[config.mk]
export PLATFORM = sky130hd
export DESIGN_NAME = http_basic_auth_sniffer
export DESIGN_NICKNAME = d
export VERILOG_FILES = /design/src/hdl/habs_pkg.sv /design/src/hdl/habs_parser.sv /design/src/hdl/http_basic_auth_sniffer.sv
export SDC_FILE = /design/constraint.sdc
export NUM_CORES = 1
export LEC_CHECK = 0
export ABC_AREA = 1
export BUFFER_PORTS_ARGS = -buffer_cell sky130_fd_sc_hd__buf_2
export CORE_MARGIN = 1.5
export CORE_UTILIZATION = 61
export CTS_BUF_LIST = sky130_fd_sc_hd__clkbuf_4
export CTS_CLUSTER_SIZE = 16
export DETAILED_ROUTE_END_ITERATION = 16
export PLACE_DENSITY = 0.83
export SYNTH_ARGS = -nofsm -noshare
export SYNTH_HDL_FRONTEND = slang
export SYNTH_SLANG_ARGS = --single-unit
[constraint.sdc]
create_clock -name clk -period 3.1 [get_ports clk]
set_input_delay 0.155 -clock clk [delete_from_list [all_inputs] [get_ports clk]]
set_output_delay 0.155 -clock clk [all_outputs]
set_load 0.02 [all_outputs]
[src/hdl/habs_pkg.sv]
package habs_pkg;

  localparam int BUF_DEPTH = 1024;
  localparam int CntW      = $clog2(BUF_DEPTH + 1);
  localparam int IdxW      = 10;
  localparam int NameLen   = 14;
  localparam int SchemeLen = 5;

  localparam logic [7:0] ChCr    = 8'h0d;
  localparam logic [7:0] ChLf    = 8'h0a;
  localparam logic [7:0] ChSpace = 8'h20;
  localparam logic [7:0] ChTab   = 8'h09;

  typedef enum logic [3:0] {
    PH_SKIP   = 4'd0,
    PH_CR     = 4'd1,
    PH_LINE   = 4'd2,
    PH_NAME   = 4'd3,
    PH_SP1    = 4'd4,
    PH_SCHEME = 4'd5,
    PH_SP2    = 4'd6,
    PH_TOKEN  = 4'd7,
    PH_DONE   = 4'd8,
    PH_NONE   = 4'd9
  } phase_t;

  typedef struct packed {
    phase_t            phase;
    logic              finished;
    logic              char_valid;
    logic [7:0]        token_char;
    logic [IdxW-1:0]   char_index;
    logic              overflow;
  } result_t;

  function automatic logic [7:0] name_char(input logic [3:0] i);
    logic [7:0] c;
    unique case (i)
      4'd0:    c = "A";
      4'd1:    c = "U";
      4'd2:    c = "T";
      4'd3:    c = "H";
      4'd4:    c = "O";
      4'd5:    c = "R";
      4'd6:    c = "I";
      4'd7:    c = "Z";
      4'd8:    c = "A";
      4'd9:    c = "T";
      4'd10:   c = "I";
      4'd11:   c = "O";
      4'd12:   c = "N";
      4'd13:   c = ":";
      default: c = 8'h00;
    endcase
    return c;
  endfunction

  function automatic logic [7:0] scheme_char(input logic [3:0] i);
    logic [7:0] c;
    unique case (i)
      4'd0:    c = "B";
      4'd1:    c = "A";
      4'd2:    c = "S";
      4'd3:    c = "I";
      4'd4:    c = "C";
      default: c = 8'h00;
    endcase
    return c;
  endfunction

  function automatic logic [7:0] to_upper(input logic [7:0] b);
    logic [7:0] u;
    u = b;
    if (b >= 8'h61 && b <= 8'h7a) begin
      u = b - 8'd32;
    end
    return u;
  endfunction

  function automatic logic is_ws(input logic [7:0] b);
    return (b == ChSpace) || (b >= ChTab && b <= ChCr);
  endfunction

endpackage

[src/hdl/habs_parser.sv]
module habs_parser (
  input  logic              clk,
  input  logic              rst,
  input  logic              step,
  input  logic [7:0]        byte_in,
  output habs_pkg::result_t res
);
  import habs_pkg::*;

  phase_t           phase, phase_next;
  logic [3:0]       match_count, match_count_next;
  logic [CntW-1:0]  token_count, token_count_next;
  logic             overflow_flag, overflow_flag_next;

  logic [7:0]       u;
  logic             cap_req;
  logic             cap;
  logic [CntW-1:0]  count_base;

  always_comb begin
    u                = to_upper(byte_in);
    phase_next       = phase;
    match_count_next = match_count;
    cap_req          = 1'b0;
    count_base       = token_count;
    unique case (phase)
      PH_CR: begin
        if (byte_in == ChLf) begin
          phase_next = PH_LINE;
        end
      end
      PH_LINE: begin
        if (u == name_char(4'd0)) begin
          phase_next       = PH_NAME;
          match_count_next = 4'd1;
        end else if (byte_in == ChCr) begin
          phase_next = PH_CR;
        end else begin
          phase_next = PH_SKIP;
        end
      end
      PH_NAME: begin
        if (match_count < 4'(NameLen) && u == name_char(match_count)) begin
          match_count_next = match_count + 4'd1;
          if (match_count_next == 4'(NameLen)) begin
            phase_next = PH_SP1;
          end
        end else begin
          phase_next = (byte_in == ChCr) ? PH_CR : PH_SKIP;
        end
      end
      PH_SP1: begin
        if (!is_ws(byte_in)) begin
          if (u == scheme_char(4'd0)) begin
            phase_next       = PH_SCHEME;
            match_count_next = 4'd1;
          end else begin
            phase_next = PH_NONE;
          end
        end
      end
      PH_SCHEME: begin
        if (match_count < 4'(SchemeLen) && u == scheme_char(match_count)) begin
          match_count_next = match_count + 4'd1;
          if (match_count_next == 4'(SchemeLen)) begin
            phase_next = PH_SP2;
          end
        end else begin
          phase_next = PH_NONE;
        end
      end
      PH_SP2: begin
        if (!is_ws(byte_in)) begin
          phase_next = PH_TOKEN;
          count_base = '0;
          cap_req    = 1'b1;
        end
      end
      PH_TOKEN: begin
        if (is_ws(byte_in)) begin
          phase_next = PH_DONE;
        end else begin
          cap_req = 1'b1;
        end
      end
      PH_DONE, PH_NONE: begin
      end
      default: begin
        phase_next = (byte_in == ChCr) ? PH_CR : PH_SKIP;
      end
    endcase

    token_count_next   = count_base;
    overflow_flag_next = overflow_flag;
    cap                = 1'b0;
    if (cap_req) begin
      if (count_base < CntW'(BUF_DEPTH)) begin
        cap              = 1'b1;
        token_count_next = count_base + CntW'(1);
      end else begin
        overflow_flag_next = 1'b1;
      end
    end

    res.phase      = phase_next;
    res.finished   = (phase_next == PH_DONE) || (phase_next == PH_NONE);
    res.char_valid = cap;
    res.token_char = cap ? byte_in : 8'h00;
    res.char_index = cap ? count_base[IdxW-1:0] : '0;
    res.overflow   = overflow_flag_next;
  end

  always_ff @(posedge clk) begin
    if (rst) begin
      phase         <= PH_SKIP;
      match_count   <= '0;
      token_count   <= '0;
      overflow_flag <= 1'b0;
    end else if (step) begin
      phase         <= phase_next;
      match_count   <= match_count_next;
      token_count   <= token_count_next;
      overflow_flag <= overflow_flag_next;
    end
  end

`ifndef ASSERT_OFF
  a_done_holds: assert property (@(posedge clk) disable iff (rst)
    phase == PH_DONE |=> phase == PH_DONE)
    else $error("done phase left");
  a_none_holds: assert property (@(posedge clk) disable iff (rst)
    phase == PH_NONE |=> phase == PH_NONE)
    else $error("no-credential phase left");
  a_ovf_sticky: assert property (@(posedge clk) disable iff (rst)
    overflow_flag |=> overflow_flag)
    else $error("overflow flag cleared");
  a_count_bound: assert property (@(posedge clk) disable iff (rst)
    token_count <= CntW'(BUF_DEPTH))
    else $error("token count beyond buffer depth");
`endif

endmodule

[src/hdl/http_basic_auth_sniffer.sv]
// channel  | handshake            | payload
// ---------+----------------------+------------------------------------------
// input    | in_valid / in_ready  | byte_in
// output   | out_valid / out_ready| phase, finished, char_valid, token_char,
//          |                      | char_index, overflow
//
// one byte per cycle while in_ready; result is in the output register next cycle
// parse state updates in the same cycle as the input transfer
// in_ready is high while the output register is empty or being drained
// reset clears the parse state to skipping the request line, output empty
module http_basic_auth_sniffer (
  input  logic                        clk,
  input  logic                        rst,
  input  logic                        in_valid,
  output logic                        in_ready,
  input  logic [7:0]                  byte_in,
  output logic                        out_valid,
  input  logic                        out_ready,
  output logic [3:0]                  phase,
  output logic                        finished,
  output logic                        char_valid,
  output logic [7:0]                  token_char,
  output logic [habs_pkg::IdxW-1:0]   char_index,
  output logic                        overflow
);
  import habs_pkg::*;

  result_t res;
  result_t res_reg;
  logic    step;

  assign in_ready = !out_valid || out_ready;
  assign step     = in_valid && in_ready;

  habs_parser u_parser (
    .clk     (clk),
    .rst     (rst),
    .step    (step),
    .byte_in (byte_in),
    .res     (res)
  );

  always_ff @(posedge clk) begin
    if (rst) begin
      out_valid <= 1'b0;
    end else if (in_ready) begin
      out_valid <= in_valid;
    end
    if (step) begin
      res_reg <= res;
    end
  end

  assign phase      = res_reg.phase;
  assign finished   = res_reg.finished;
  assign char_valid = res_reg.char_valid;
  assign token_char = res_reg.token_char;
  assign char_index = res_reg.char_index;
  assign overflow   = res_reg.overflow;

`ifndef ASSERT_OFF
  a_stall_only_full: assert property (@(posedge clk) disable iff (rst)
    !in_ready |-> out_valid)
    else $error("input stalled with empty output register");
  a_char_in_token: assert property (@(posedge clk) disable iff (rst)
    out_valid && char_valid |-> phase == PH_TOKEN)
    else $error("character transfer outside token phase");
  a_finished_code: assert property (@(posedge clk) disable iff (rst)
    out_valid |-> finished == (phase == PH_DONE || phase == PH_NONE))
    else $error("finished flag disagrees with phase");
`endif

endmodule

==> results of run 1 <==
[kinds of logic after synthesis]
| logic type | Yosys count | synth area share (%) |
|---|---|---|
| simple gates | 241 | 38.0 |
| fa+ha+maj | 12 | 4.53 |
| xor+xnor | 5 | 1.32 |
| compound gates | 47 | 8.42 |
| buf+inv | 70 | 8.19 |
| flops | 53 | 39.6 |
[power by group]
group	switching, mW	internal (mW)	total, mW
clock network	0.208	0.167	0.375
logic	0.204	0.0954	0.299
registers	0.0223	0.771	0.793
total	0.434	1.03	1.47
[routing by layer]
layer | vias up | global-route usage, %
met5 | - | 0
met4 | 0 | 5.93
met3 | 12 | 3.57
met2 | 93 | 39.1
met1 | 1326 | 33.3
li1 | 1482 | -
[worst min path at each step]
stage	from	end	slack (ps)
floorplan	rst	u_parser.phase[0]$_SDFFE_PP0P_	310
global placement	u_parser.token_count[10]$_SDFFE_PP0P_	u_parser.token_count[10]$_SDFFE_PP0P_	460
detailed placement	u_parser.token_count[10]$_SDFFE_PP0P_	u_parser.token_count[10]$_SDFFE_PP0P_	460
CTS	out_ready	out_valid$_SDFFE_PP0N_	120
global route	out_ready	out_valid$_SDFFE_PP0N_	130
finish	out_ready	out_valid$_SDFFE_PP0N_	130
[worst max-delay path: stages, from the launching register on]
cell	delay, ps
sky130_fd_sc_hd__dfxtp_1	540
sky130_fd_sc_hd__inv_1	190
sky130_fd_sc_hd__nor3_2	340
sky130_fd_sc_hd__nor3_1	100
sky130_fd_sc_hd__a21oi_2	220
sky130_fd_sc_hd__inv_1	80
sky130_fd_sc_hd__a21oi_2	150
sky130_fd_sc_hd__nand3_4	120
sky130_fd_sc_hd__nand2_1	80
sky130_fd_sc_hd__nand2_1	90
sky130_fd_sc_hd__nor2_1	190
sky130_fd_sc_hd__inv_1	90
sky130_fd_sc_hd__ha_1	270
sky130_fd_sc_hd__nand3_1	100
sky130_fd_sc_hd__nand3_1	80
[final cells by class]
cell class / instances / area [um^2]
fillers: 446 / 1520
flip-flops and latches: 53 / 1310
clock buffers: 5 / 37.5
well taps: 70 / 87.6
inverters: 62 / 235
multi-input cells: 305 / 1730
clock inverters: 3 / 41.3
repair buffers: 40 / 205
[layout by cell type (no fill, tap or decap), types with 3 or more instances in the layout]
| master | instances |
|---|---|
| sky130_fd_sc_hd__nand2_1 | 71 |
| sky130_fd_sc_hd__nor2_1 | 60 |
| sky130_fd_sc_hd__inv_1 | 51 |
| sky130_fd_sc_hd__buf_2 | 38 |
| sky130_fd_sc_hd__nand3_1 | 30 |
| sky130_fd_sc_hd__dfxtp_1 | 28 |
| sky130_fd_sc_hd__edfxtp_1 | 25 |
| sky130_fd_sc_hd__a21oi_1 | 20 |
| sky130_fd_sc_hd__nor3_1 | 18 |
| sky130_fd_sc_hd__nand2_2 | 15 |
| sky130_fd_sc_hd__ha_1 | 12 |
| sky130_fd_sc_hd__o21ai_0 | 11 |
| sky130_fd_sc_hd__inv_2 | 10 |
| sky130_fd_sc_hd__nand4_1 | 10 |
| sky130_fd_sc_hd__nand3_2 | 7 |
| sky130_fd_sc_hd__nor2_2 | 6 |
| sky130_fd_sc_hd__clkbuf_4 | 5 |
| sky130_fd_sc_hd__xor2_1 | 4 |
| sky130_fd_sc_hd__nand3_4 | 4 |
| sky130_fd_sc_hd__nor3_2 | 3 |
| sky130_fd_sc_hd__o2111ai_1 | 3 |
| sky130_fd_sc_hd__a21oi_2 | 3 |
| sky130_fd_sc_hd__nand3b_1 | 3 |
| sky130_fd_sc_hd__o21ai_1 | 3 |
==> metrics list, run 1 <==
- Final hold analysis gives a worst-case slack of 132 ps.
- The synthesized design contains 53 register bits.
- In this run the standard cell core region covers 5170 um^2.
- The worst-case IR drop observed on VDD is between 0.0002 and 0.00025 V.
- The hold violation total from the final report came to 0.
- Critical path start-end classification: reg -> reg
* CTS Root Cell: sky130_fd_sc_hd__clkbuf_4
* Global-route wire length before repair: ~11000 um
- Post-synthesis async set-or-reset flop share: 0%
- Met3 wire length: 321 um
- Cells fill between 70% and 80% of the core in the end.
- Number of DRC violations after detailed routing: 0
- The path class of the tightest hold or removal check is in -> reg.
- Status: completed
- Global routing used around a quarter of the available tracks across all layers.
- The via count of the first global-routing pass was around 2600.
* Number of warnings printed during yosys synthesis: 0
- 39 I/O pins were placed.
- Overall routed net length: about 6700 um
- After detailed routing, the wire length on met1 is 3180 um.
- Summed over all nets, the half-perimeter wirelength after detailed placement is ~5300 um.
- Synth Instances: 428
- Minimum setup slack in the final design: between 300 and 400 ps
- In this run, placement finished with an instance count of 530.
- Fraction of final layout cells with drive strength greater than 1: between 20% and 30%
- The largest total area in the synthesized netlist belongs to sky130_fd_sc_hd__edfxtp_1.
- Worst slack at placement: 397 ps
- Max Clock Freq: around 0.36 GHz
- The initial antenna violation count was 0.
- A synthesized cell averages around 7.7 um^2.
- Pwr/cell area: slightly above 400 nW/um^2
- RSZ-0062 raised after global routing: false
- Detailed routing inserted a total of between 2000 and 3000 vias.
- Clock latency on the worst-skew pair: 380 ps
- The number of antenna diodes in the final layout is 0.
- Largest clock skew in the final design: roughly 23 ps
- Summed negative setup slack over all endpoints: 0 ps
* Wire length per cell after detailed routing: ~12 um
- Top routing layer in use: met4
- The detailed router finished its first iteration with 270 violations.
- Dividing the detail-routed via count by the number of cells gives approximately 5.4.
- Along the worst path, the maximum fanout reaches 8.
- TritonCTS built the clock tree.
- The worst setup path is captured at a register.
- Data arrives at the worst endpoint at ~3000 ps.
* Height of the die: 76.7 um
- Number of nets in the finished design: a little under 500
- Remaining max-slew budget at the tightest pin: between 30% and 40%
- Width of the die: between 70 and 80 um
- Final number of max-transition violations: 0
- STA puts the critical path data required time at around 3400 ps.
* Most frequently used cell type in the post-synthesis netlist: sky130_fd_sc_hd__nand2_1
* Number of input and output port buffers inserted: 38
- The startpoint identified for the worst register-to-register timing path is u_parser.phase[1]$_SDFFE_PP0P_.
- Final Setup Violations: 0
- Synthesis produced a netlist with a net count of about 450.
- Largest net degree at the start of global routing: 29
- CTS built an H-tree with a depth of 2.
- The clock passes through at most 2 buffers.
* Leakage: approximately 1.6 nW
- Fin crit period: between 2000 and 3000 ps
* Worst-path clk slew: approximately 150 ps
* Final total power: between 1 and 1.5 mW
- Predominant post-synthesis flop cell: sky130_fd_sc_hd__dfxtp_1
- Fraction of the cycle the final worst path needs: between 80% and 90%
- Number of rows created at floorplan: 26
* Filler-free cell count of the finished design: between 500 and 600
- The setup check on the worst reg-to-reg path leaves a slack of 340 ps.
* Top cells by area, synth: sky130_fd_sc_hd__edfxtp_1, sky130_fd_sc_hd__dfxtp_1, sky130_fd_sc_hd__nand2_1, sky130_fd_sc_hd__nor2_1, sky130_fd_sc_hd__inv_1
- After synthesis, the most frequently instantiated cells are sky130_fd_sc_hd__nand2_1, sky130_fd_sc_hd__nor2_1, sky130_fd_sc_hd__inv_1, sky130_fd_sc_hd__nand3_1, sky130_fd_sc_hd__dfxtp_1.
- Global placement routability congestion: about 0.94
- In the detailed route, the total length drawn on met2 is 3130 um.
- The synthesized netlist occupies a cell area of ~3300 um^2.
- After detailed placement, the total cell area comes to ~3600 um^2.
- Along the worst hold path, the cell count comes to 4.
- The die covers slightly below 6000 um^2.
- Buffers inserted during clock tree synthesis total 5.
* Number of post-CTS setup repair buffers: 0
* Clock sink count: between 50 and 60
- Share of the yosys chip area belonging to registers: 39.6%
- Post-detailed-route count of antenna-violating nets: 0
- Finished layout cell area: 3650 um^2
- EDFF count, synth: 25
* Area fraction of the dominant cell type after synthesis: 22.7%
- Drt pass-1 iters: 5
* Number of violations of the max-capacitance limit: 0
- Global routing finished with a remaining overflow of 0.
* Hold_buf cts: 0
- Resized Gates After CTS: 0
- Kind of launch point of the worst setup path: register
- For the pin with the worst max-slew slack, the measured transition is 939 ps.
* Unique cell type count in the Yosys netlist: 44
- Initial Util: between 60% and 70%
* Number of cells on the worst reg-to-reg path: 14
- Area overhead of the layout relative to synthesis: 10.1%
- Launching element of the worst setup path: u_parser.phase[1]$_SDFFE_PP0P_
Power figures use the tool's default switching activity.
==> inputs of run 2 (changes only) <==
- ABC_AREA: 1 -> default
- CELL_PAD_IN_SITES_DETAIL_PLACEMENT: default -> 0
- CELL_PAD_IN_SITES_GLOBAL_PLACEMENT: default -> 1
- CORE_UTILIZATION: 61 -> 46
- GPL_TIMING_DRIVEN: default -> 0
- PLACE_DENSITY: 0.83 -> default
- PLACE_DENSITY_LB_ADDON: default -> 0.1
==> run 2 against run 1 <==
  * The run now ends with negative setup slack left
  * Flip-flop and latch count is the same
  * Non-clock buffer count is 31 higher
  * Synthesized cell count decreased by 16%
  * Core utilization decreased by 13 points
==> metrics list, run 2 <==
* Internal Pwr Total: 0.936 mW (-9.5%)
- TritonCTS buffer count: 5 (unchanged)
- The hold violation total from the final report is 0 (unchanged).
- Required @ worst endpoint: 3400 ps (+30 ps)
* Via count of the first global-routing pass: 2753 (+8.0%)
* Clock latency on the worst-skew pair: 380 ps (about the same)
- Diode insertion count for antenna repair: 0 (unchanged)
* Post-synthesis async set-or-reset flop share: 0% (unchanged)
- The fraction of power consumed by the clock network was 24.1% (-1.5 points).
* Global route total overflow: 0 (unchanged)
- Most common cell after layout, fill and taps aside: sky130_fd_sc_hd__nor2_1
- Fin crit period: 3300 ps (+538 ps)
- Post-synthesis share of cell area spent on full adders, half adders and majority gates: 4.74% (+0.20 points)
- The deepest clock path buffer count came to 2 (unchanged).
- The final setup skew is 22.9 ps (+0.163 ps).
- The share of power burned in registers is 58.4% (+4.4 points).
* Worst-path fanout max: 5 (-3)
- The net switching power came to 0.376 mW (-13%).
- The combinational cell fraction of total power is 17.6% (-2.8 points).
- Final number of max-transition violations: 0 (unchanged)
* Fraction of the cycle the final worst path needs: 106% (+17 points)
- Hold Crit Start: out_ready
- The number of instances in the synthesized netlist came to 359 (-16%).
- Number of violations of the max-capacitance limit: 0 (unchanged)
- The power density relative to cell area was 338 nW/um^2 (-16%).
- The portion of the post-synthesis area used by sequential elements is 41.4% (+1.8 points).
- Gr usage total: 22.5% (-1.4 points)
- The synthesized netlist net count came to 383 (-15%).
* Die outline area: 7400 um^2 (+26%)
* RSZ-0062 raised after global routing: true
* Max Clock Freq: 0.303 GHz (-16%)
- The remaining routing DRC violations came to 0 (unchanged).
* Status: complete, but fails checks
- Number of antenna violations at the first check in global routing: 0 (unchanged)
- Number of warnings printed during yosys synthesis: 0 (unchanged)
- The number of detailed-route iterations in the first pass came to 5 (unchanged).
- Compared with the post-synthesis result, the final layout area differs by 22.3%.
* Actual slew at the worst max-slew pin: 798 ps (-141 ps)
* Kind of launch point of the worst setup path: register
- After synthesis, the cell types taking the most area are sky130_fd_sc_hd__edfxtp_1, sky130_fd_sc_hd__dfxtp_1, sky130_fd_sc_hd__nor2_1, sky130_fd_sc_hd__ha_1, sky130_fd_sc_hd__nand2_1.
- The simple-gate area share of the yosys netlist is 26.1% (-12 points).
- Unique cell type count in the Yosys netlist: 62 (+41%)
- Drt via density: 5.73 (+5.9%)
* Leakage: 1.49 nW (-5.9%)
- Overall routed net length: 7830 um (+17%)
* Endpoint kind of the worst setup timing path: register
- The tree is rooted in a sky130_fd_sc_hd__clkbuf_4.
* HPWL after detailed placement: 5510 um (+3.7%)
* H-tree depth reported by CTS: 2 (unchanged)
* Critical path start-end classification: reg -> reg
- The portion of netlist area occupied by mux cells was 0.987% (+0.99 points).
- Global placement routability congestion: 0.859 (-8.4%)
* Post-synthesis share of cell area spent on xor and xnor gates: 2.21% (+0.89 points)
* Final Setup Violations: 7 (+7)
- Total standard cell area after synthesis: 3170 um^2 (-4.3%)
* Area fraction of the dominant cell type after synthesis: 23.7% (+1.0 points)
* Main combinational cell family by area after synthesis: simple AND/OR/NAND/NOR gates
- The largest net degree at the start of global routing was 35 (+21%).
- The critical path starts at u_parser.match_count[0]$_SDFFE_PP0N_.
- Global-route wire length before repair: 13300 um (+16%)
* EDFF count, synth: 25 (unchanged)
- Layout Utilization: 57.7% (-13 points)
* First-iteration detailed-routing DRC count: 154 (-43%)
* Synthesized-area fraction occupied by ao, oa, aoi and oai cells: 19.9% (+11 points)
* Clock sink count: 53 (unchanged)
* Per-instance average area after synthesis: 8.83 um^2 (+14%)
- Predominant post-synthesis flop cell: sky130_fd_sc_hd__dfxtp_1
* Wire length per cell after detailed routing: 15.7 um (+25%)
- The most common cell in the synthesized netlist is sky130_fd_sc_hd__nor2_1.
- Number of top-level pins: 39 (unchanged)
- Clock tree from TritonCTS: built
- The worst register-to-register path begins at u_parser.match_count[0]$_SDFFE_PP0N_.
- The max-slew headroom at the worst pin is 46.8% (+9.4 points).
- The clock input transition at the sequential cells of the worst setup and hold paths came to 160 ps (about the same).
- The biggest area contributor in the post-synthesis netlist is sky130_fd_sc_hd__edfxtp_1.
- Filler-free cell count of the finished design: 500 (-7.1%)
* Final total power: 1.31 mW (-11%)
- List of most frequent post-synthesis cells: sky130_fd_sc_hd__nor2_1, sky130_fd_sc_hd__nand2_1, sky130_fd_sc_hd__dfxtp_1, sky130_fd_sc_hd__edfxtp_1, sky130_fd_sc_hd__a21oi_1
* Hold crit path type: in -> reg
- Number of synthesized register bits: 53 (unchanged)
- Height of the die: 86.0 um (+12%)
- The data arrival time at the worst-slack endpoint is 3590 ps (+560 ps).
- The final antenna-violating net count is 0 (unchanged).
* Failing checks: negative setup slack
- Worst-case vdd ir drop: 0.000154 V (-30%)
- The proportion of layout cells with a drive suffix above 1 was 28.3% (+5.5 points).
* Switching part of the total power: 28.7% (-0.88 points)
- The overall die width was 86.0 um (+12%).
* Total number of vias: 2866 (-1.6%)
- The library cells used most frequently in the layout, excluding fill and tap cells, are sky130_fd_sc_hd__nor2_1, sky130_fd_sc_hd__buf_2, sky130_fd_sc_hd__nand2_1, sky130_fd_sc_hd__dfxtp_1, sky130_fd_sc_hd__edfxtp_1.
* Summed negative setup slack over all endpoints: -974 ps (-974 ps)
* Number of nets in the finished design: 443 (-9.8%)
* Number of rows created at floorplan: 30 (+15%)
- Minimum setup slack in the final design: -196 ps (-538 ps)
* DP Cell Count: 472 (-11%)
- The number of input and output port buffers inserted came to 33 (-13%).
* Initial Util: 47.2% (-17 points)
- Standard cell core area: 6720 um^2 (+30%)
run 2: changes by cell type after synthesis, moves of 6 or more:
cell,before,now
sky130_fd_sc_hd__inv_2,10,1
sky130_fd_sc_hd__nor2_2,6,0
sky130_fd_sc_hd__nand2_2,15,0
sky130_fd_sc_hd__inv_1,51,16
sky130_fd_sc_hd__nand3_2,7,0
sky130_fd_sc_hd__nand2b_1,0,9
sky130_fd_sc_hd__and3_1,1,10
sky130_fd_sc_hd__nand2_1,71,33
sky130_fd_sc_hd__and2_1,0,12
sky130_fd_sc_hd__nor2b_1,0,7
sky130_fd_sc_hd__nor2_1,60,45
sky130_fd_sc_hd__clkbuf_1,2,10
sky130_fd_sc_hd__nand3_1,30,9
run 2: per-stage QoR:
stage / area, um^2 / setup slack (ps) / hold WS [ps]
floorplan: 3220 / -106 / 284
CTS: 3790 / -138 / 61.2
global route: 3880 / -317 / 78.4
detailed placement: 3480 / -579 / 410
global placement: 3480 / -615 / 408
finish: 3880 / -196 / 69.8
run 2: timing repair:
item,4_1_cts,5_1_grt
buffers inserted,18,2
hold buffers,1,0
hold endpoints to repair,1,0
pin swaps,16,9
endpoints found under the setup margin,11,15
gates resized for setup,25,16
run 2: kinds of logic (layout without fill, tap and decap cells):
kind of cell,after synthesis,after routing
AND/OR/NAND/NOR,165,165
AO/OA/AOI/OAI,83,83
flip-flops,53,53
buffers and inverters,35,96
adder cells (fa/ha/maj),12,12
XOR/XNOR,8,8
multiplexers,3,3
run 2: critical path: stages (launching register included):
cell	delay, ps
sky130_fd_sc_hd__dfxtp_4	410
sky130_fd_sc_hd__clkinv_4	60
sky130_fd_sc_hd__ha_4	140
sky130_fd_sc_hd__nor3_4	40
sky130_fd_sc_hd__or4b_1	460
sky130_fd_sc_hd__a31oi_1	180
sky130_fd_sc_hd__o21ai_2	90
sky130_fd_sc_hd__a2111oi_4	380
sky130_fd_sc_hd__o311ai_4	200
sky130_fd_sc_hd__or2_4	330
sky130_fd_sc_hd__a211oi_4	320
sky130_fd_sc_hd__inv_2	70
sky130_fd_sc_hd__ha_2	180
sky130_fd_sc_hd__nand2b_4	130
sky130_fd_sc_hd__a311oi_2	220
run 2: final cells by class:
class,count,area (um^2)
fill,609,2840
clock inverter,2,13.8
tap,80,100
timing repair buffer,54,329
buffer,17,85.1
sequential,53,1320
clock buffer,6,45.0
multi-input combinational,271,1920
inverter,17,71.3
run 2: power groups by stage:
| stage | Combinational [mW] | Clock, mW | Sequential (mW) |
|---|---|---|---|
| after floorplan | 0.122 | 0 | 0.805 |
| after global placement | 0.203 | 0 | 0.781 |
| after detailed placement | 0.203 | 0 | 0.781 |
| after CTS | 0.221 | 0.329 | 0.765 |
| after global routing | 0.252 | 0.354 | 0.769 |
| final | 0.230 | 0.316 | 0.766 |
run 2: final timing paths:
path / cells past startpoint / endpoint / slack [ps]
min reg2reg: 2 / u_parser.token_count[9]$_SDFFE_PP0P_ / 510
max: 14 / register / -200
max reg2reg: 14 / register / -200
min: 3 / out_valid$_SDFFE_PP0N_ / 70
run 2: per-layer routing:
layer | track usage [%] | up-vias | share of wire [%]
met3 | 2.98 | 13 | 3.9
met5 | 0 | - | 0
li1 | - | 1425 | -
met1 | 31.8 | 1346 | 49
met4 | 7.18 | 0 | 1.6
met2 | 35.7 | 82 | 45
==> inputs of run 3 (changes only) <==
- CORE_UTILIZATION: 46 -> 49
- clock period: 3.1 -> 3.8 ns (I/O delays scaled with it)
==> run 3 against run 2 <==
  * The flow now finishes without violations
  * Flip-flop and latch count is the same
  * Register-to-register slack gained 410 ps
  * First-iteration DRC count grew 40%
  * Highest routed layer unchanged
==> metrics list, run 3 (synthesis gave the netlist of run 2 again) <==
- Number of antenna violations at the first check in global routing: 0 (unchanged)
* Final total power: 1.06 mW (-19%)
* Critical path start-end classification: reg -> reg
* Number of input and output port buffers inserted: 33 (unchanged)
* Kind of launch point of the worst setup path: register
- The setup slack after placement was -66.2 ps (+513 ps).
- The count of nets after finishing came to 425 (-4.1%).
- The routability-driven placement congestion ratio was 0.846 (-1.4%).
* Cell Area, Placed: 3430 um^2 (-1.5%)
- The global routing met3 resource utilization is 3.48% (+0.50 points).
* Endpoint kind of the worst setup timing path: register
- Data arrival time of the worst path: 3900 ps (+310 ps)
- The max-slew violation total from the final report is 0 (unchanged).
- Largest clock skew in the final design: 10.2 ps (-12.7 ps)
- Worst-case vdd ir drop: 0.000145 V (-5.9%)
- The area enclosed by the die boundary was 6960 um^2 (-5.9%).
- The met1 track demand over resource in global routing is 31.6% (-0.17 points).
- The actual transition at the worst max-transition pin came to 812 ps (+13.9 ps).
- The first-pass GRT wire length came to 12300 um (-7.1%).
* Standard cell core area: 6310 um^2 (-6.0%)
* Leakage: 1.38 nW (-7.7%)
- The overall die width is 83.4 um (-3.0%).
- The total wirelength of the detailed-routed design came to 7360 um (-6.0%).
* Share of power burned in registers: 58.8% (+0.4 points)
- First-iteration detailed-routing DRC count: 216 (+40%)
- The final antenna-violating net count was 0 (unchanged).
- The proportion of layout cells with a drive suffix above 1 came to 18.9% (-9.4 points).
* Busiest layer in global routing: met2
- The HPWL after detailed placement was 5400 um (-2.0%).
- DP Cell Count: 469 (-0.64%)
- H-tree depth reported by CTS: 2 (unchanged)
- CTS Root Cell: sky130_fd_sc_hd__clkbuf_4
- The upper clock frequency limit came to 0.279 GHz (-8.2%).
- The core occupancy in the finished layout was 56.5% (-1.2 points).
- Drt via density: 5.83 (+1.7%)
* Number of DRC violations after detailed routing: 0 (unchanged)
- Gr usage total: 21.7% (-0.76 points)
* Fraction of the cycle the final worst path needs: 94.5% (-12 points)
- Clock sink count: 53 (unchanged)
- The final number of setup-violating endpoints came to 0 (-7).
* Number of violations of the max-capacitance limit: 0 (unchanged)
- The minimum clock period after layout was 3590 ps (+294 ps).
- Minimum setup slack in the final design: 210 ps (+406 ps)
- The number of rows in the core area is 29 (-3.3%).
- Initial Util: 50.2% (+3.0 points)
- The internal power component came to 0.746 mW (-20%).
* Met2 GRT Util: 33.0% (-2.8 points)
- The via count of the first global-routing pass is 2542 (-7.7%).
- The number of detailed-route iterations in the first pass came to 5 (unchanged).
- Leaving out fill and tap cells, the most frequent cell in the layout is sky130_fd_sc_hd__nor2_1.
- Worst-path clk slew: 160 ps (about the same)
- The fraction of power consumed by the clock network is 25.3% (+1.2 points).
- The number of antenna diodes is 0 (unchanged).
- Finished layout cell area: 3570 um^2 (-8.0%)
* Remaining max-slew budget at the tightest pin: 45.9% (-0.92 points)
* Height of the die: 83.4 um (-3.0%)
- The final cell count without fillers was 479 (-4.2%).
- The total overflow reported by the global router was 0 (unchanged).
* Wire length per cell after detailed routing: 15.4 um (-1.9%)
* Pwr/cell area: 297 nW/um^2 (-12%)
- Hold crit path type: in -> reg
- Worst-path fanout max: 6 (+1)
- Most frequent cells in the layout: sky130_fd_sc_hd__nor2_1, sky130_fd_sc_hd__buf_2, sky130_fd_sc_hd__nand2_1, sky130_fd_sc_hd__dfxtp_1, sky130_fd_sc_hd__edfxtp_1
- Switching part of the total power: 29.7% (+1.0 points)
* Final hold violation count: 0 (unchanged)
* Area overhead of the layout relative to synthesis: 12.5%
- The CTS buffer count came to 5 (unchanged).
* Switch Pwr: 0.315 mW (-16%)
- The endpoint required time on the critical path is 4110 ps (+710 ps).
* Bufs on Longest Clock Path: 2 (unchanged)
- The clock latency on the worst-skew pair is 390 ps (about the same).
- The largest net degree at the start of global routing came to 35 (unchanged).
* Status: completed
- Clock tree from TritonCTS: built
- The I/O pin total came to 39 (unchanged).
* Total number of vias: 2791 (-2.6%)
* Combinational share of power: 16.0% (-1.6 points)
-- run 3: critical path, cell delays in order (launching register included) --
cell	delay [ps]
sky130_fd_sc_hd__dfxtp_2	390
sky130_fd_sc_hd__inv_2	130
sky130_fd_sc_hd__ha_1	240
sky130_fd_sc_hd__nor3_2	80
sky130_fd_sc_hd__or4b_1	460
sky130_fd_sc_hd__a31oi_1	180
sky130_fd_sc_hd__o21ai_1	120
sky130_fd_sc_hd__a2111oi_4	430
sky130_fd_sc_hd__o311ai_4	200
sky130_fd_sc_hd__or2_4	320
sky130_fd_sc_hd__a211oi_4	270
sky130_fd_sc_hd__inv_1	100
sky130_fd_sc_hd__ha_1	190
sky130_fd_sc_hd__nand2b_1	140
sky130_fd_sc_hd__a311oi_2	250
-- run 3: timing repair --
item / 4_1_cts / 5_1_grt
pin swaps: 1 / 1
buffers inserted: 1 / 1
endpoints found under the hold margin: 0 / 0
setup endpoints to repair: 2 / 7
hold buffers: 0 / 0
resized for setup: 1 / 11
-- run 3: final cells by class --
cell class                 count  area [um^2]
multi-input combinational    271         1770
buffer                        18         87.6
sequential                    53         1310
clock buffer                   5         37.5
tap                           77         96.3
timing repair buffer          35          180
clock inverter                 3         21.3
inverter                      17         63.8
fill                         596         2750
-- run 3: through the flow --
step	hold slack [ps]	TNS, ps
floorplan	319	0
global placement	436	-97.6
detailed placement	451	-66.2
CTS	28.1	0
global route	54.2	-1.82
finish	36.6	0
-- run 3: layer usage --
layer / up-vias / share of wire, %
li1: 1392 / -
met1: 1280 / 48
met2: 102 / 44
met3: 17 / 5.6
met4: 0 / 2.4
met5: - / 0
-- run 3: final timing paths --
kind	slack (ps)	start	endpoint	cells past startpoint
min	40	in_valid	out_valid$_SDFFE_PP0N_	3
min reg2reg	520	u_parser.token_count[9]$_SDFFE_PP0P_	u_parser.token_count[9]$_SDFFE_PP0P_	2
max reg2reg	210	u_parser.match_count[0]$_SDFFE_PP0N_	register	14
max	210	u_parser.match_count[0]$_SDFFE_PP0N_	register	14
-- run 3: power groups by stage --
| stage | clock network, mW | registers [mW] | logic (mW) |
|---|---|---|---|
| 2_1_floorplan | 0 | 0.656 | 0.0975 |
| 3_3_place_gp | 0 | 0.636 | 0.161 |
| 3_5_place_dp | 0 | 0.637 | 0.162 |
| 4_1_cts | 0.273 | 0.624 | 0.164 |
| 5_1_grt | 0.302 | 0.626 | 0.186 |
| 6_report | 0.268 | 0.624 | 0.169 |
